<file path="src/rtl/assert_macros.svh">
// Assertion macros shared by the running median RTL.
// Depends on nothing; expects signals clk and rst in the including scope.
`ifndef ASSERT_MACROS_SVH
`define ASSERT_MACROS_SVH

// Concurrent check on the rising clock, disabled while rst is high.
`define ASSERT_CLK(label, prop, msg) \
  label: assert property (@(posedge clk) disable iff (rst) (prop)) else $error(msg);

// Implication check: antecedent at one edge, consequent at the next edge.
`define ASSERT_NEXT(label, ante, cons, msg) \
  label: assert property (@(posedge clk) disable iff (rst) (ante) |=> (cons)) \
    else $error(msg);

`endif

</file>
<file path="src/rtl/rmf_pkg.sv">
// Package for the running median filter: sizes, types, register codes.
// Used by rmf_cell, rmf_out and running_median_filter; depends on nothing.
`default_nettype none

package rmf_pkg;

  localparam int MAX_WINDOW    = 32;
  localparam int SAMPLE_BITS   = 24;
  localparam int AGE_BITS      = $clog2(MAX_WINDOW);
  localparam int WS_BITS       = 6;
  localparam int CFG_IDX_BITS  = 2;
  localparam int CFG_DATA_BITS = (SAMPLE_BITS > WS_BITS) ? SAMPLE_BITS : WS_BITS;
  localparam int TDATA_BITS    = ((SAMPLE_BITS + 7) / 8) * 8;

  typedef logic signed [SAMPLE_BITS-1:0] sample_t;
  typedef logic [AGE_BITS-1:0]           age_t;

  typedef enum logic [CFG_IDX_BITS-1:0] {
    REG_WINDOW_SIZE = 2'd0,
    REG_INIT_VALUE  = 2'd1
  } cfg_reg_t;

  // Broadcast to every cell of the window.
  typedef struct packed {
    logic    reinit;
    logic    step;
    logic    up_mode;
    age_t    last;
    sample_t x;
    sample_t init;
  } cell_ctrl_t;

  // Oldest age for a window size, size clamped to 1..MAX_WINDOW.
  function automatic age_t last_age(input logic [WS_BITS-1:0] ws);
    age_t r;
    if (ws == '0) begin
      r = '0;
    end else if (int'(ws) > MAX_WINDOW) begin
      r = age_t'(MAX_WINDOW - 1);
    end else begin
      r = age_t'(ws - 1'b1);
    end
    return r;
  endfunction

  // Median slot: window size >> 1.
  function automatic age_t mid_slot(input age_t last);
    logic [AGE_BITS:0] n;
    n = {1'b0, last} + 1'b1;
    return n[AGE_BITS:1];
  endfunction

endpackage

`default_nettype wire

</file>
<file path="src/rtl/rmf_out.sv">
// Output stage: picks the median slot once the window has taken a sample and the output is free.
// Depends on rmf_pkg.
`default_nettype none

module rmf_out (
  input  wire logic             clk,
  input  wire logic             rst,
  input  wire logic             accept,
  input  wire rmf_pkg::sample_t values [rmf_pkg::MAX_WINDOW],
  input  wire rmf_pkg::age_t    mid,
  input  wire logic             m_ready,
  output logic                  m_valid,
  output rmf_pkg::sample_t      median,
  output logic                  s_ready,
  output logic                  pending
);

  logic can_load;

  assign can_load = !m_valid || m_ready;
  assign s_ready  = !pending || can_load;

  always_ff @(posedge clk) begin
    if (rst) begin
      pending <= 1'b0;
      m_valid <= 1'b0;
    end else begin
      pending <= accept | (pending & !can_load);
      if (pending && can_load) begin
        m_valid <= 1'b1;
      end else if (m_ready) begin
        m_valid <= 1'b0;
      end
    end
  end

  always_ff @(posedge clk) begin
    if (pending && can_load) begin
      median <= values[mid];
    end
  end

endmodule

`default_nettype wire
</file>
<file path="config.mk">
export PLATFORM = sky130hd
export DESIGN_NAME = rmf_out
export DESIGN_NICKNAME = d
export VERILOG_FILES = /design/src/rtl/assert_macros.svh /design/src/rtl/rmf_pkg.sv /design/src/rtl/rmf_out.sv
export SDC_FILE = /design/constraint.sdc
export NUM_CORES = 1
export LEC_CHECK = 0
export BUFFER_PORTS_ARGS = -buffer_cell sky130_fd_sc_hd__buf_2
export CORE_AREA = 2 2 311 313
export CTS_BUF_LIST = sky130_fd_sc_hd__clkbuf_2
export DETAILED_ROUTE_END_ITERATION = 8
export DIE_AREA = 0 0 313 315
export PLACE_DENSITY = 0.3
export SLEW_MARGIN = 20
export SYNTH_ARGS = -nofsm -noshare
export SYNTH_HDL_FRONTEND = slang
export SYNTH_SLANG_ARGS = --single-unit
</file>
<file path="constraint.sdc">
create_clock -name clk -period 2.3 [get_ports clk]
set_input_delay 0.46 -clock clk [delete_from_list [all_inputs] [get_ports clk]]
set_output_delay 0.46 -clock clk [all_outputs]
set_load 0.03 [all_outputs]
</file>
; ---- Yosys cells after proc, flatten, opt, wreduce, memory -nomap -nowiden
; Index checks and enable logic that the tools add are counted.
[totals]
output_inout_bits = 27
register_bits = 26
in_bits = 777
wordCells = 19
[op_classes]
n_mux = 5
order_cmp = 1
bitwise_logic = 3
n_reduce_logical = 7
[ops]
columns = cell, n
row1 = $bmux W24 S5, 1
row2 = $mux W24, 2
row3 = $ge A6 B6 Y1 const B, 1
row4 = $not A5 Y6, 1
row5 = $logic_not A1 Y1, 3
row6 = $logic_or A1 B1 Y1, 2
row7 = $mux W1, 2
row8 = $reduce_bool A2 Y1, 1
row9 = $and A1 B1 Y1, 1
row10 = $logic_and A1 B1 Y1, 1
row11 = $or A1 B1 Y1, 1

; ---- Depth between registers and ports, before layout
[depth]
ltp_word = 5
ltp_mapped = 8
depth_no_buf = 5

; ---- Least setup slack after synthesis
; No wires, ideal clock.
[synth_timing]
path_kind = register to register
start = register pending
end = register median[0], enable pin
arrival_ns = 1.708
stages_incl_launch_ff = 2
synth_period_minus_slack_ns = 2.116
setup_ns = 0.408
n_path_buf = 0
setup_slack_ns = 0.184
t_required_ns = 1.892
cell_sequence = dfxtp_1 > nor2b_1
[synth_via]
elab_chain_cells = 1
[synth_rtl]
columns = item, line_no
row1 = "start, declared", rmf_out.sv:15  ; output logic pending
row2 = "start signal, assigned", rmf_out.sv:28  ; pending <= accept | (pending & !can_load);
row3 = $logic_and A1 B1 Y1, rmf_out.sv:38  ; if (pending && can_load) begin
row4 = "end signal, assigned", rmf_out.sv:39  ; median <= values[mid];
row5 = "end, declared", rmf_out.sv:13  ; output rmf_pkg::sample_t median,
; No other way between the ends.
; A chain may end at the register's enable or synchronous reset.

; ---- Final worst setup path
[layout_timing]
start = register m_valid
end = output port s_ready
[layout_via]
elab_chain_cells = 3
[layout_rtl]
columns = item, line_no
row1 = "start, declared", rmf_out.sv:12  ; output logic m_valid,
row2 = "start signal, assigned", rmf_out.sv:26  ; m_valid <= 1'b0;
row3 = "start signal, assigned", rmf_out.sv:30  ; m_valid <= 1'b1;
row4 = "start signal, assigned", rmf_out.sv:32  ; m_valid <= 1'b0;
row5 = $logic_not A1 Y1, rmf_out.sv:20  ; assign can_load = !m_valid || m_ready;
row6 = $logic_or A1 B1 Y1, rmf_out.sv:20
row7 = $logic_or A1 B1 Y1, rmf_out.sv:21  ; assign s_ready = !pending || can_load;
row8 = "end, declared", rmf_out.sv:14  ; output logic s_ready,
; No other way between the ends.

==> impl_metrics.tcl <==
set metrics [dict create \
    synthTopCellsByCount "mux2i_1, nand2_1, a21oi_1, a22oi_1, nand3_1" \
    synthSimpleGateAreaFrac 0.110 \
    die_h_um 315 \
    wl_per_cell_um 20.8 \
    syn_nets 1683 \
    power_frac_clock 0.093 \
    slowest_delay_ns 0.46 \
    r2r_end "median[12]" \
    htreeDepth 1 \
    skew_ns 0.0889 \
    via_count 10697 \
    cts-root-buf "clkbuf_2" \
    yosysTopAreaCellShare 0.512 \
    synth_top_area_cell "mux2i_1" \
    syn_area_um2 7500 \
    design_area_um2 13700 \
    clockBufferDepth 2 \
    reg2reg_slack_ns 0.70 \
    critPathLaunchType "register" \
    p_total_mw 3.30 \
    num_rows 114 \
    crit_path_start "m_valid" \
    avgViaCountPerCell 3.57 \
    cts_made_buffers 3 \
    seqCellArea_um2 761 \
    place_area_um2 13700 \
    netlist-cell-type-count 22 \
    portBuffers 803 \
    end_kind "output pin" \
    netlist_instances 906 \
    cts_sinks 26 \
    vdd_drop_max_uv 169 \
    synth_top_family_by_area "multiplexers" \
    synth_compound_area_frac 0.197 \
    synth_edf_count 24 \
    grt_max_degree 42 \
    critPathTopFamily "flip-flops" \
    postRouteAntennaNets 0 \
    wl_mm 62.2 \
    firstDrtPassIters 4 \
    slew_violations 0 \
    area_growth_pct 82.9 \
    power_frac_comb 0.730 \
    synth_xor_area_frac 0 \
    ys.flop_type "edfxtp_1" \
    setup_viol 0 \
    antenna_found_initial 24 \
    grt_overflow 0 \
    p_int_mw 1.79 \
    max_cap_viol_count 0 \
    core_um2 95700 \
    routabilityCongestion 0.897 \
    synth_fa_ha_area_frac 0 \
    synth-seq-area-share 0.101 \
    drc 0 \
    fill_cells 11137 \
    die_area_um2 98600 \
    power_density_nw_per_um2 240 \
    crit_fanout 4 \
    seqPwrFrac 0.177 \
    ys_ff_latch 26 \
    sw_frac_of_total 0.457 \
    die_w_um 313 \
    start_util 0.0784 \
    tightest_slew_ns 0.515 \
    io-pin-count 804 \
    r2r_cells 3 \
    cp.depth 3 \
    async_reset_ff_frac 0 \
    cp_slowest_cell "dfxtp_1" \
    cp_data_required_time_ns 1.84 \
    cts_tree "yes" \
    syn_avg_cell_area_um2 8.28 \
    hold_viol_final 0 \
    p_leak_nw 7.07 \
    synth_most_common_cell "mux2i_1" \
    synth.top_cells.by_area "mux2i_1, edfxtp_1, a22oi_1" \
    arrival_ns 1.70 \
    multi_input_area_um2 6180 \
    drt-initial-drc-count 459 \
    max_slew_margin 0.647 \
    clock.fmax_mhz 463 \
    min_period_ns 2.16 \
    fin_util 0.143 \
    min_from "m_ready" \
    yosysWarnings 0 \
    hpwl_mm 55.8 \
    grt_pass1_vias 11631 \
    p_switching_mw 1.51 \
    path_cells "nor2b_1, nand2_1, buf_2" \
    crit_type "register to output pin" \
    drive_gt1_frac 0.533 \
    rsz0062_at_grt "no" \
    min_path_type "primary input to register" \
    synth_mux_area_frac 0.512 \
    grt.total_usage 0.118 \
    worstSetupEndpoint "s_ready" \
    r2r-start "m_valid" \
    fin_nets 2496 \
    clk_pin_slew_ns 0.52 \
    outcome "completed" \
    grt_pass1_wl_mm 83.8 \
    path_buf_inv 1 \
    fin_crit_sh 0.939 \
    insertion_delay_ns 0.60 \
]
[state kept, by name, indices dropped and copies added (netlist names)]
name	flops
median	24
pending	1
m_valid	1
[per-layer routing]
layer	vias up	track usage	part of all wire
li1	5136	-	-
met1	4976	0.155	0.44
met2	514	0.204	0.48
met3	57	0.0187	0.056
met4	14	0.0258	0.019
met5	-	0	0.0015
[what timing repair did]
| action | CTS | global route |
|---|---|---|
| hold buffers | 2 | 0 |
| hold endpoints to repair | 2 | 0 |
| buffers inserted | 0 | 0 |
| setup endpoints to repair | 0 | 0 |
| gates resized for setup | 0 | 0 |
[power by group through the flow]
stage                     registers [mW]  logic (mW)  clock network [mW]
final                              0.584        2.41               0.305
after global routing               0.586        2.64               0.343
after CTS                          0.585        2.48               0.347
after detailed placement           0.594        2.47                   0
after global placement             0.596        2.46                   0
after floorplan                    0.649        1.01                   0
[cell families (layout without fill, tap and decap cells)]
| logic type | Yosys count | after routing |
|---|---|---|
| muxes | 384 | 384 |
| AOI/OAI and AO/OA | 217 | 217 |
| and+or+nand+nor | 182 | 182 |
| buffers and inverters | 97 | 909 |
| DFF | 26 | 26 |
| other | 0 | 5 |
[how the worst min path moves through the flow]
stage	to	slack [ns]	depth (start not counted)
global route	m_valid	0.10	4
finish	m_valid	0.10	4
CTS	m_valid	0.03	4
global placement	m_valid	0.53	2
detailed placement	m_valid	0.53	2
floorplan	m_valid	0.53	1
[worst min-delay path, stage by stage]
cell and delay, ns:
buf_2 0.08, nor2b_1 0.08, nor2_1 0.10, nor2_1 0.04
[stage by stage]
| step | worst slack (ns) | instances | TNS, ns | hold WS, ns |
|---|---|---|---|---|
| 6_report | 0.139 | 2999 | 0 | 0.104 |
| 3_5_place_dp | -0.181 | 2988 | -0.885 | 0.529 |
| 2_1_floorplan | 0.184 | 906 | 0 | 0.532 |
| 5_1_grt | 0.00857 | 2997 | 0 | 0.104 |
| 3_3_place_gp | -0.185 | 2987 | -0.802 | 0.530 |
| 4_1_cts | 0.0383 | 2994 | 0 | 0.0260 |
[cells in the final DEF (no fill, tap or decap), drive strengths merged]
cell,count
and2,1
clkinv,1
mux2i,384
nand2,74
clkbuf,3
or2,1
nor2b,4
nand3,72
a21oi,73
dlygate4sd3,2
a31oi,24
dfxtp,2
nor2,4
edfxtp,24
a22oi,72
a22o,48
buf,903
nand2b,2
nor3,24
diode,5
[final cells by class]
class                      count  share of cell area
multi-input combinational    783               0.451
timing repair buffer         905               0.375
tap                         1276               0.116
sequential                    26              0.0554
clock buffer                   3             0.00109
antenna                        5            0.000912
clock inverter                 1            0.000274
No activity file was read; power rests on OpenSTA's default activity.
