--- config.mk ---
export PLATFORM = sky130hd
export DESIGN_NAME = rmf_cell
export DESIGN_NICKNAME = d
export VERILOG_FILES = /design/src/rtl/assert_macros.svh /design/src/rtl/rmf_pkg.sv /design/src/rtl/rmf_cell.sv
export SDC_FILE = /design/constraint.sdc
export NUM_CORES = 1
export LEC_CHECK = 0
export BUFFER_PORTS_ARGS = -buffer_cell sky130_fd_sc_hd__buf_2
export CAP_MARGIN = 10
export CORE_ASPECT_RATIO = 1.4
export CORE_MARGIN = 1.5
export CORE_UTILIZATION = 43
export CTS_BUF_LIST = sky130_fd_sc_hd__clkbuf_16
export DETAILED_ROUTE_END_ITERATION = 8
export PLACE_DENSITY = 0.77
export SLEW_MARGIN = 20
export SYNTH_ARGS = -nofsm -noshare
export SYNTH_HDL_FRONTEND = slang
export SYNTH_SLANG_ARGS = --single-unit
--- constraint.sdc ---
create_clock -name clk -period 3.2 [get_ports clk]
set_clock_uncertainty 0.2 [all_clocks]
set_input_delay 0.96 -clock clk [delete_from_list [all_inputs] [get_ports clk]]
set_output_delay 0.96 -clock clk [all_outputs]
set_load 0.01 [all_outputs]
--- src/rtl/assert_macros.svh ---
// Assertion macros shared by the running median RTL.
// Depends on nothing; expects signals clk and rst in the including scope.
`ifndef ASSERT_MACROS_SVH
`define ASSERT_MACROS_SVH

// Concurrent check on the rising clock, disabled while rst is high.
`define ASSERT_CLK(label, prop, msg) \
  label: assert property (@(posedge clk) disable iff (rst) (prop)) else $error(msg);

// Implication check: antecedent at one edge, consequent at the next edge.
`define ASSERT_NEXT(label, ante, cons, msg) \
  label: assert property (@(posedge clk) disable iff (rst) (ante) |=> (cons)) \
    else $error(msg);

`endif

--- src/rtl/rmf_pkg.sv ---
// Package for the running median filter: sizes, types, register codes.
// Used by rmf_cell, rmf_out and running_median_filter; depends on nothing.
`default_nettype none

package rmf_pkg;

  localparam int MAX_WINDOW    = 32;
  localparam int SAMPLE_BITS   = 24;
  localparam int AGE_BITS      = $clog2(MAX_WINDOW);
  localparam int WS_BITS       = 6;
  localparam int CFG_IDX_BITS  = 2;
  localparam int CFG_DATA_BITS = (SAMPLE_BITS > WS_BITS) ? SAMPLE_BITS : WS_BITS;
  localparam int TDATA_BITS    = ((SAMPLE_BITS + 7) / 8) * 8;

  typedef logic signed [SAMPLE_BITS-1:0] sample_t;
  typedef logic [AGE_BITS-1:0]           age_t;

  typedef enum logic [CFG_IDX_BITS-1:0] {
    REG_WINDOW_SIZE = 2'd0,
    REG_INIT_VALUE  = 2'd1
  } cfg_reg_t;

  // Broadcast to every cell of the window.
  typedef struct packed {
    logic    reinit;
    logic    step;
    logic    up_mode;
    age_t    last;
    sample_t x;
    sample_t init;
  } cell_ctrl_t;

  // Oldest age for a window size, size clamped to 1..MAX_WINDOW.
  function automatic age_t last_age(input logic [WS_BITS-1:0] ws);
    age_t r;
    if (ws == '0) begin
      r = '0;
    end else if (int'(ws) > MAX_WINDOW) begin
      r = age_t'(MAX_WINDOW - 1);
    end else begin
      r = age_t'(ws - 1'b1);
    end
    return r;
  endfunction

  // Median slot: window size >> 1.
  function automatic age_t mid_slot(input age_t last);
    logic [AGE_BITS:0] n;
    n = {1'b0, last} + 1'b1;
    return n[AGE_BITS:1];
  endfunction

endpackage

`default_nettype wire

--- src/rtl/rmf_cell.sv ---
// One slot of the sorted window: value and age, updated from its neighbors.
// Depends on rmf_pkg.
`default_nettype none

module rmf_cell (
  input  wire logic                clk,
  input  wire logic                rst,
  input  wire rmf_pkg::cell_ctrl_t ctrl,
  input  wire rmf_pkg::age_t       idx,
  input  wire rmf_pkg::sample_t    prev_value,
  input  wire rmf_pkg::age_t       prev_age,
  input  wire logic                prev_le,
  input  wire rmf_pkg::sample_t    next_value,
  input  wire rmf_pkg::age_t       next_age,
  input  wire logic                next_le,
  input  wire logic                below_del,
  output rmf_pkg::sample_t         value,
  output rmf_pkg::age_t            age,
  output logic                     le,
  output logic                     del,
  output logic                     upto_del
);

  logic             active;
  rmf_pkg::sample_t value_next;
  rmf_pkg::age_t    age_next;

  assign active   = (idx <= ctrl.last);
  assign le       = active && (value <= ctrl.x);
  assign del      = active && (age == ctrl.last);
  assign upto_del = below_del | del;

  always_comb begin
    value_next = value;
    age_next   = age;
    if (ctrl.step && active) begin
      age_next = rmf_pkg::age_t'(age + 1'b1);
      if (ctrl.up_mode) begin
        // hole moves up: slots from the oldest one up to the insert point
        if (upto_del) begin
          if (next_le) begin
            value_next = next_value;
            age_next   = rmf_pkg::age_t'(next_age + 1'b1);
          end else if (le) begin
            value_next = ctrl.x;
            age_next   = '0;
          end
        end
      end else begin
        // hole moves down
        if (!below_del && !le) begin
          if (prev_le) begin
            value_next = ctrl.x;
            age_next   = '0;
          end else begin
            value_next = prev_value;
            age_next   = rmf_pkg::age_t'(prev_age + 1'b1);
          end
        end
      end
    end
  end

  always_ff @(posedge clk) begin
    if (rst) begin
      value <= '0;
      age   <= idx;
    end else if (ctrl.reinit) begin
      value <= ctrl.init;
      age   <= idx;
    end else begin
      value <= value_next;
      age   <= age_next;
    end
  end

endmodule

`default_nettype wire

* Word-level counts from Yosys, hierarchy flattened
Cells that the tools add are included.
Operators by class: magnitude comparators 2, div/mod/pow operators 0, multiply operators 0, bitwise operators 1, $add $sub $neg 3, equal/unequal tests 3, reduce and logical (&&, ||, !) cells 10, multiplexer cells 17, shift-type cells 0
Operators with widths (number):
- $mux 24 | 8
- $mux 5 | 9
- $le 24x24->1 | 1
- $add 5x1->5 const B | 3
- $reduce_bool 3->1 | 2
- $eq 5x5->1 | 1
- $le 5x5->1 | 1
- $logic_and 1x1->1 | 4
- $ne 4x1->1 const B | 1
- $reduce_and 4->1 | 1
- $ne 3x1->1 const B | 1
- $logic_not 1->1 | 2
- $reduce_bool 2->1 | 1
- $or 1x1->1 | 1
Word-level totals: output and inout bits 32, latch bits 0, memories 0, bits in writable memories 0, input bits 124, bits in registers 29, memory bits (read-only) 0, logic and storage cells 38

* Logic depth before layout (Yosys ltp)
Gate-level depths: netlist of run 1.
depth after elaboration 9, depth in mapped cells 11, mapped depth without buffers 10

* Least setup slack after synthesis of run 1
OpenSTA, ideal clock, no wires.
path kind in2reg, from in ctrl[49] (netlist name), to reg value[10], buffers on the path 1, required time 2.879 ns, stages on the path 11, arrival time 3.172 ns, slack -0.294 ns, library setup time 0.121 ns, cells stage by stage inv_1 -> ha_1 -> or2b_1 -> a21oi_1 -> o31a_4 -> o41ai_4 -> a21oi_2 -> nor3_4 -> o31ai_4 -> buf_6 -> mux2_4
Between the ends: elaborated cells between the ends (all ways) 13, those cells by class 1 x order compare; 3 x eq/ne; 1 x bitwise; 8 x reduce/logical
RTL lines:
- start: declaration | RTL line rmf_cell.sv:8 | input wire rmf_pkg::cell_ctrl_t ctrl,
- $le 5x5->1 or $eq 5x5->1 (tied branches) | RTL line rmf_cell.sv:28, rmf_cell.sv:30
- $logic_and 1x1->1 * | RTL line rmf_cell.sv:30 | assign del = active && (age == ctrl.last);
- $or 1x1->1 * | RTL line rmf_cell.sv:31 | assign upto_del = below_del | del;
- named net upto_del | RTL line rmf_cell.sv:21 | output logic upto_del
- $ne 3x1->1 (no line) *
- $reduce_and 4->1 (no line) *
- end signal: assignment | RTL line rmf_cell.sv:69 | value <= ctrl.init;
- end signal: assignment | RTL line rmf_cell.sv:72 | value <= value_next;
- end: declaration | RTL line rmf_cell.sv:17 | output rmf_pkg::sample_t value,
Mark *: on every way through the listed nets, which the timed path passes. The rest lies on a longest branch. A chain may end at the register's enable or synchronous reset.

* Final worst setup path of run 1
from in ctrl[41] (netlist name), to out le
Between the ends: word-level cells in the longest chain between the ends 2
Ends and longest elaborated chain:
- $le 24x24->1 | RTL line rmf_cell.sv:29 | assign le = active && (value <= ctrl.x);
- $logic_and 1x1->1 | RTL line rmf_cell.sv:29
- end: declaration | RTL line rmf_cell.sv:19 | output logic le,
No other way between the ends.

==> key figures, run 1 <==
Final layout
  • Multi-input combinational cell area: 0.00275 mm^2
  • Antenna cells: 0
  • Highest-count cells in the layout ignoring fill and taps: buf_2, nor2_1, buf_4
  • Filler instances: 586
  • Ratio of cells with drive above 1 in the final layout: 0.502
  • Nets: 768
  • Layout area overhead: 62.6%
  • Post-Layout Cell Count: 710
  • Commonest non-fill, non-tap cell in the layout: buf_2
  • Finished Cell Area: 0.00523 mm^2
  • Fin util: 0.714
  • Register Area: 631 um^2

Place
  • HPWL Detailed: 7.96 mm
  • Final Wtd Congestion: 0.920
  • Placed Cells: 680
  • Cell Area, Placed: 0.00452 mm^2
  • Place WS: -610 ps
  • Port buffer count: 155

Route
  • Final WL: 11.3 mm
  • Wire per inst: 15.9 um
  • Vias/cell: 5.44
  • DR iter-0 viols: 208
  • Post-route DRC: 0
  • 1st-pass router iterations: 5
  • Vias: 3,861
  • Final ANT Viol Nets: 0

STA
  • Part of the cycle the worst path needs: 1.17
  • Worst-Margin Slew: 553 ps
  • Crit path time final: 3750 ps
  • Pins Over Slew Limit: 0
  • Endpoints failing hold: 0
  • Setup violations, final: 32
  • Worst relative slew slack: 0.628
  • Max Fclk: 0.267 GHz
  • RSZ-0062 raised after global routing: yes
  • Final setup TNS: -11,900 ps
  • Final setup margin: -545 ps

CTS
  • CTS root buffer: clkbuf_16
  • CTS buffer count: 5
  • CTS tree: built
  • Clk_lat worst skew: 270 ps
  • Htree depth: 2
  • Reg clk slew, reported paths: 50 ps
  • Clk buf depth: 2
  • Clock Sinks: 29

Global route
  • Number of global-route vias before repair: 3,818
  • Tot GR Track Use: 0.267
  • GRT Residual Overflow: 0
  • First-pass GRT wire length: 17.4 mm
  • Largest net degree at the start of global routing: 52
  • Antenna violations before repair: 0

Power and ir drop
  • Internal Power: 1.21 mW
  • Logic gate share of total power: 0.455
  • Clock Power Share: 0.289
  • Pleak: 2.50 nW
  • Peak supply drop: 0.276 mV
  • Pwr dens: 349 mW/mm^2
  • Sw Pwr: 609 uW
  • Seq pwr share: 0.255
  • Sw frac: 0.334

Synth
  • Number of synthesized flops with an enable pin: 5
  • Syn_nets: 573
  • Yosys Warn Count: 0
  • Cells after Synth: 417
  • Syn_area_per_cell: 7.71 um^2
  • Synth cell types: 46
  • Synthesized area: 0.00321 mm^2
  • Async set-reset flop share out of synthesis: 0
  • Synth area leader: dfxtp_1
  • Synth top area cells: dfxtp_1, ha_1, mux2_4
  • #FFs+latches synth: 29
  • Ys flop type: dfxtp_1
  • Post-synth top area share: 0.150
  • Seq/Total Area, Yosys: 0.196

Floorplan
  • Total die area: 0.00801 mm^2
  • DIE WIDTH: 76.1 um
  • Initial Utilization: 0.439
  • Std-Cell Rows: 37
  • DIE HEIGHT: 105 um
  • Core footprint: 0.00731 mm^2
  • Ports: 156

Setup path
  • Setup crit start: ctrl[41]
  • Critical path class: in2out
  • Req. time, crit path: 2040 ps
  • Critical Path Fanout Max: 3
  • Crit path capture type: output pin
  • Reg2reg start: value[16]
  • Worst Path Arrival: 2590 ps
  • Crit-path cells: buf_12, inv_12, ha_4, nand4_1, buf_4, nor3_4, a21oi_2, a31oi_2, and2_4, buf_6
  • Critical Path Start Type: input pin
  • Slowest stage cell, crit path: a31oi_2
  • Crit-path max cell delay: 260 ps

Min path
  • Hold crit path type: reg2reg
  • Hold wc startpoint: value[0]

Flow run
  • Max_cap viols: 0

Outcome
  • Status: finished, violations left
  • Failing checks: negative setup slack
synth_stat cells (3+ instances only):
library cell  instances
a221o_1               3
inv_1                36
clkbuf_1             19
o21ai_0              10
nor4_1                3
dfxtp_1              24
nand4_1               5
nand2b_1              3
mux2_4               20
nand3_1               8
xnor2_1               6
o22ai_1              22
o211ai_1              4
xor2_1                8
ha_1                 32
nor2b_1              28
nor3_1               22
buf_1                 3
a21oi_1              40
a211oi_1              7
nand2_1              18
mux2_2                4
nor2_1               57
mux2i_1               5
edfxtp_1              5
power by group through the flow:
stage / registers (mW) / logic (mW) / clock network (mW)
final: 0.465 / 0.829 / 0.527
after detailed placement: 0.467 / 0.673 / 0
after global placement: 0.465 / 0.654 / 0
after global routing: 0.470 / 0.896 / 0.555
after CTS: 0.463 / 0.768 / 0.536
after floorplan: 0.479 / 0.397 / 0
cell type report:
cell class	instances	area share
clock buffer	5	0.0239
clock inverter	3	0.00718
inverter	36	0.0345
timing repair buffer	212	0.265
multi-input combinational	328	0.526
tap	97	0.0232
sequential	29	0.121
critical path, delay by kind of cell:
family | cells | cell delay (ps)
compound gates | 2 | 390
fa+ha+maj | 1 | 250
buf+inv | 4 | 420
simple gates | 3 | 550
stage by stage:
stage          total power [mW]  hold slack [ps]
6_report                   1.82              448
5_1_grt                    1.92              489
4_1_cts                    1.77              449
3_5_place_dp               1.14              426
3_3_place_gp               1.12              408
2_1_floorplan             0.877              462
logic make-up after synthesis:
| family | share of synthesized area |
|---|---|
| adder cells (fa/ha/maj) | 0.125 |
| flip-flops | 0.196 |
| buffers and inverters | 0.0748 |
| AND/OR/NAND/NOR | 0.239 |
| XOR/XNOR | 0.0382 |
| multiplexers | 0.123 |
| AO/OA/AOI/OAI | 0.204 |
flip-flops by register name, summed over array words and instances, names as in the netlist:
register  count
age           5
value        24
path summary, 6_finish.rpt:
check	end	slack, ps	cells after the start
setup / recovery	le	-550	10
hold / removal	value[0]	450	3
setup reg to reg	value[21]	10	14
hold reg to reg	value[0]	450	3
what timing repair did:
item / in CTS / in global routing
resized for setup: 57 / 24
hold buffers: 0 / 0
gates cloned: 2 / 0
endpoints found under the setup margin: 32 / 32
pin swaps: 21 / 16
setup buffers: 16 / 9
routing by layer:
metal,GRT usage,routed length (um)
met1,0.290,4460
met3,0.0381,505
met5,0,0
met2,0.519,6060
met4,0.0992,278
Note: power is estimated with default switching activity, not from simulation.
==> run 2: changes to the inputs <==
--- a/config.mk
+++ b/config.mk
@@ -7,11 +7,11 @@
 export LEC_CHECK = 0
 export BUFFER_PORTS_ARGS = -buffer_cell sky130_fd_sc_hd__buf_2
 export CAP_MARGIN = 10
-export CORE_ASPECT_RATIO = 1.4
 export CORE_MARGIN = 1.5
 export CORE_UTILIZATION = 43
 export CTS_BUF_LIST = sky130_fd_sc_hd__clkbuf_16
 export DETAILED_ROUTE_END_ITERATION = 8
+export MAX_ROUTING_LAYER = met4
 export PLACE_DENSITY = 0.77
 export SLEW_MARGIN = 20
 export SYNTH_ARGS = -nofsm -noshare
==> key figures, run 2 (synthesized netlist as in run 1, its figures left out) <==
Power and ir drop
  • Pwr Total: 1.76 mW
  • Pwr dens: 335 mW/mm^2
  • Pleak: 2.48 nW
  • Peak supply drop: 0.226 mV

Route
  • Vias/cell: 5.35
  • Vias: 3,804
  • DR iter-0 viols: 96
  • Wire per inst: 15.7 um
  • Final ANT Viol Nets: 0
  • Final WL: 11.2 mm
  • 1st-pass router iterations: 4
  • Post-route DRC: 0

CTS
  • Htree depth: 2
  • CTS root buffer: clkbuf_16
  • Reg clk slew, reported paths: 50 ps
  • Clock Sinks: 29
  • CTS tree: built
  • Clk buf depth: 2
  • CTS buffer count: 5
  • Clk_lat worst skew: 270 ps
  • Hold_buf cts: 0

Final layout
  • Reg with most FFs: value
  • Fin util: 0.723
  • Highest-count cells in the layout ignoring fill and taps: buf_2, nor2_1, buf_4
  • Layout area overhead: 63.1%
  • Commonest non-fill, non-tap cell in the layout: buf_2
  • Filler instances: 537
  • Largest register FFs: 24
  • Nets: 767
  • Post-Layout Cell Count: 711
  • Registers with the most flip-flops: value: 24 flops, age: 5 flops
  • Ratio of cells with drive above 1 in the final layout: 0.500
  • Antenna cells: 0

Global route
  • Number of global-route vias before repair: 3,679
  • GRT Residual Overflow: 0
  • Antenna violations before repair: 0
  • First-pass GRT wire length: 16.8 mm
  • Tot GR Track Use: 0.284
  • Largest net degree at the start of global routing: 37

STA
  • Crit path time final: 3710 ps
  • Worst relative slew slack: 0.596
  • Endpoints failing hold: 0
  • Setup violations, final: 32
  • Pins Over Slew Limit: 0
  • Part of the cycle the worst path needs: 1.16
  • RSZ-0062 raised after global routing: yes
  • Max Fclk: 0.269 GHz
  • Final setup TNS: -7210 ps
  • Worst-Margin Slew: 601 ps
  • Final setup margin: -514 ps

Place
  • HPWL Detailed: 8.09 mm
  • Final Wtd Congestion: 0.904
  • Placed Cells: 686
  • Place WS: -614 ps
  • Port buffer count: 155

Outcome
  • Failing checks: negative setup slack
  • Status: finished, violations left

Setup path
  • Critical Path Start Type: input pin
  • Req. time, crit path: 2040 ps
  • Worst Path Arrival: 2550 ps
  • Critical path class: in2out
  • Critical Path Fanout Max: 3
  • Crit path capture type: output pin

Floorplan
  • Ports: 156
  • Initial Utilization: 0.443
  • Std-Cell Rows: 31
  • DIE HEIGHT: 89.4 um
  • Total die area: 0.00800 mm^2
  • DIE WIDTH: 89.4 um
  • Core footprint: 0.00725 mm^2

Flow run
  • Max_cap viols: 0

Min path
  • Hold crit path type: reg2reg
[run 2: final cells by class]
class / instances / area [um^2] / area share
tap: 99 / 124 / 0.0236
inverter: 36 / 180 / 0.0344
multi-input combinational: 328 / 2730 / 0.520
sequential: 29 / 631 / 0.120
clock buffer: 5 / 125 / 0.0239
timing repair buffer: 211 / 1440 / 0.275
clock inverter: 3 / 12.5 / 0.00239
[run 2: layer usage]
metal / share of wire / global-route usage / up-vias
li1: - / - / 1868
met1: 0.40 / 0.317 / 1760
met2: 0.52 / 0.510 / 155
met3: 0.063 / 0.0480 / 21
met4: 0.025 / 0.101 / 0
met5: 0 / - / -
[run 2: worst paths after layout]
check / startpoint / endpoint / slack [ps] / cells past startpoint
worst max-delay path: ctrl[41] / le / -510 / 11
worst min-delay path: value[0] / value[0] / 420 / 3
worst max register to register: value[18] / value[13] / 170 / 13
worst min register to register: value[0] / value[0] / 420 / 3
[run 2: what timing repair did]
item / in CTS / in global routing
setup buffers: 19 / 4
cloned: 3 / 0
setup endpoints to repair: 32 / 32
gates resized for setup: 66 / 14
pin swaps: 27 / 14
[run 2: power breakdown]
| group | switching (mW) | internal [mW] |
|---|---|---|
| sequential | 0.0499 | 0.417 |
| clock | 0.159 | 0.280 |
| combinational | 0.394 | 0.457 |
| total | 0.603 | 1.15 |
[run 2: worst max-delay path, cell delays in order]
cell	delay [ps]
buf_12	90
inv_12	30
ha_4	260
nand4_1	170
buf_4	200
nor3_4	180
nand2_1	80
o211ai_1	150
o211ai_2	150
and2_4	170
buf_6	110
[run 2: metrics by stage]
step / area (um^2) / hold slack [ps]
2_1_floorplan: 3450 / 462
3_3_place_gp: 4550 / 408
3_5_place_dp: 4550 / 412
4_1_cts: 5220 / 424
5_1_grt: 5240 / 450
6_report: 5240 / 418
==> run 3: changes to the inputs <==
--- a/config.mk
+++ b/config.mk
@@ -5,14 +5,15 @@
 export SDC_FILE = /design/constraint.sdc
 export NUM_CORES = 1
 export LEC_CHECK = 0
+export ABC_AREA = 1
 export BUFFER_PORTS_ARGS = -buffer_cell sky130_fd_sc_hd__buf_2
 export CAP_MARGIN = 10
 export CORE_MARGIN = 1.5
-export CORE_UTILIZATION = 43
+export CORE_UTILIZATION = 44
 export CTS_BUF_LIST = sky130_fd_sc_hd__clkbuf_16
 export DETAILED_ROUTE_END_ITERATION = 8
 export MAX_ROUTING_LAYER = met4
-export PLACE_DENSITY = 0.77
+export PLACE_DENSITY = 0.78
 export SLEW_MARGIN = 20
 export SYNTH_ARGS = -nofsm -noshare
 export SYNTH_HDL_FRONTEND = slang
==> key figures, run 3 <==
Outcome
  • Status: finished, violations left
  • Failing checks: negative setup slack

Setup path
  • Setup crit start: ctrl[37]
  • WP buf/inv: 4
  • CP Depth: 14
  • Req. time, crit path: 2040 ps
  • R2r endpoint: age[2]
  • Critical Path Start Type: input pin
  • Reg2reg start: value[12]
  • Critical Path Fanout Max: 2
  • CP top delay family: simple AND/OR/NAND/NOR gates
  • Worst Path Arrival: 2370 ps
  • Crit path capture type: output pin
  • Flop-to-flop setup slack: 500 ps
  • Crit-path cells: buf_6, inv_4, ha_4, nand2_2, nor2_2, nand4_1, nor2_2, nand2_2, nand3_2, nand2_1, nand3_2, nand2_4, inv_2, buf_6
  • Worst Setup EP: le
  • Slowest stage cell, crit path: ha_4
  • Critical path class: in2out
  • R2R depth: 17
  • Crit-path max cell delay: 260 ps

Global route
  • First-pass GRT wire length: 20.2 mm
  • Largest net degree at the start of global routing: 29
  • GRT Residual Overflow: 0
  • Tot GR Track Use: 0.304
  • Number of global-route vias before repair: 4,425
  • Antenna violations before repair: 0

Min path
  • Hold crit path type: reg2reg
  • Hold wc startpoint: value[7]

Floorplan
  • Ports: 156
  • Total die area: 0.00826 mm^2
  • Std-Cell Rows: 31
  • DIE WIDTH: 90.9 um
  • DIE HEIGHT: 90.9 um
  • Initial Utilization: 0.461
  • Core footprint: 0.00737 mm^2

Synth
  • Synth area leader: dfxtp_1
  • Synth top area cells: dfxtp_1, nand2_1, ha_1
  • Most common cell in the netlist: nand2_1
  • Synthesized area: 0.00340 mm^2
  • Ys flop type: dfxtp_1
  • Yosys Warn Count: 0
  • #FFs+latches synth: 29
  • Seq/Total Area, Yosys: 0.185
  • Number of synthesized flops with an enable pin: 5
  • Syn_nets: 682
  • Post-synth top area share: 0.141
  • Cells after Synth: 526
  • Synth cell types: 35
  • Async set-reset flop share out of synthesis: 0
  • Syn_area_per_cell: 6.46 um^2
  • Post-synth top cells: nand2_1, inv_1, a21oi_1, o21ai_0, ha_1

STA
  • Max Fclk: 0.283 GHz
  • Part of the cycle the worst path needs: 1.10
  • Worst-Margin Slew: 576 ps
  • Fin Hold WS: 275 ps
  • Setup violations, final: 2
  • RSZ-0062 raised after global routing: yes
  • Final setup margin: -331 ps
  • Worst relative slew slack: 0.616
  • Crit path time final: 3530 ps
  • Pins Over Slew Limit: 0
  • Endpoints failing hold: 0

Final layout
  • Finished Cell Area: 0.00514 mm^2
  • Commonest non-fill, non-tap cell in the layout: buf_2
  • Layout area overhead: 51.3%
  • Largest register FFs: 24
  • Reg with most FFs: value
  • Antenna cells: 0
  • Registers with the most flip-flops: value: 24 flops, age: 5 flops
  • Filler instances: 607
  • Highest-count cells in the layout ignoring fill and taps: buf_2, nand2_1, inv_1
  • Nets: 866
  • Ratio of cells with drive above 1 in the final layout: 0.421

Power and ir drop
  • Sw Pwr: 679 uW
  • Pleak: 2.61 nW
  • Peak supply drop: 0.219 mV
  • Clock Power Share: 0.258
  • Sw frac: 0.386
  • Seq pwr share: 0.271
  • Internal Power: 1.08 mW
  • Pwr dens: 341 mW/mm^2
  • Logic gate share of total power: 0.471

CTS
  • Clock Sinks: 29
  • Clk buf depth: 2
  • CTS buffer count: 5
  • Clk_lat worst skew: 280 ps
  • Reg clk slew, reported paths: 50 ps
  • Htree depth: 2
  • Hold_buf cts: 0
  • CTS root buffer: clkbuf_16
  • CTS tree: built

Place
  • Final Wtd Congestion: 0.925
  • Place WS: -344 ps
  • Port buffer count: 155
  • HPWL Detailed: 9.04 mm
  • Cell Area, Placed: 0.00458 mm^2

Route
  • DR iter-0 viols: 208
  • Post-route DRC: 0
  • Final ANT Viol Nets: 0
  • 1st-pass router iterations: 5
  • Vias/cell: 5.60
  • Final WL: 12.7 mm
  • Vias: 4,536
  • Wire per inst: 15.7 um

Flow run
  • Max_cap viols: 0
[run 3: worst min path at each step]
stage,endpoint,depth (start not counted)
2_1_floorplan,value[20],2
3_3_place_gp,value[2],2
3_5_place_dp,value[14],2
4_1_cts,value[7],2
5_1_grt,value[20],2
6_report,value[7],2
[run 3: worst min-delay path, stage by stage (launching register included)]
cell and delay, ps:
dfxtp_1 320, inv_1 70, a21oi_2 40
[run 3: logic make-up after synthesis]
group | Yosys count | synth area share
fa+ha+maj | 32 | 0.118
xor+xnor | 12 | 0.0309
simple gates | 209 | 0.285
buf+inv | 106 | 0.127
compound gates | 138 | 0.253
flops | 29 | 0.185
[run 3: timing repair]
item,in CTS,in global routing
buffers inserted,3,4
setup endpoints to repair,3,30
pin swaps,28,18
resized for setup,50,29
[run 3: per-stage QoR]
step,cells,utilization,TNS [ps],power [mW]
final,810,0.698,-368,1.76
after global routing,810,0.698,-704,1.86
after CTS,808,0.679,-316,1.70
after detailed placement,797,0.622,-4020,1.19
after global placement,797,0.622,-1750,1.17
after floorplan,526,-,0,0.897
[run 3: area by class of cell]
class | instances | area, um^2 | share of cell area
sequential | 29 | 631 | 0.123
tap | 99 | 124 | 0.0241
clock buffer | 5 | 125 | 0.0243
multi-input combinational | 391 | 2650 | 0.514
clock inverter | 3 | 12.5 | 0.00243
timing repair buffer | 204 | 1290 | 0.251
inverter | 79 | 314 | 0.0610
[run 3: layer usage]
metal	wire, um	up-vias	global-route usage
li1	-	2174	-
met1	5090	2088	0.358
met2	6360	239	0.538
met3	931	35	0.0370
met4	306	0	0.0951
met5	0	-	-
[run 3: power groups by stage]
| stage | Sequential, mW | Clock [mW] | Combinational (mW) |
|---|---|---|---|
| after floorplan | 0.487 | 0 | 0.409 |
| after global placement | 0.472 | 0 | 0.694 |
| after detailed placement | 0.473 | 0 | 0.715 |
| after CTS | 0.473 | 0.452 | 0.772 |
| after global routing | 0.482 | 0.471 | 0.904 |
| final | 0.476 | 0.453 | 0.828 |
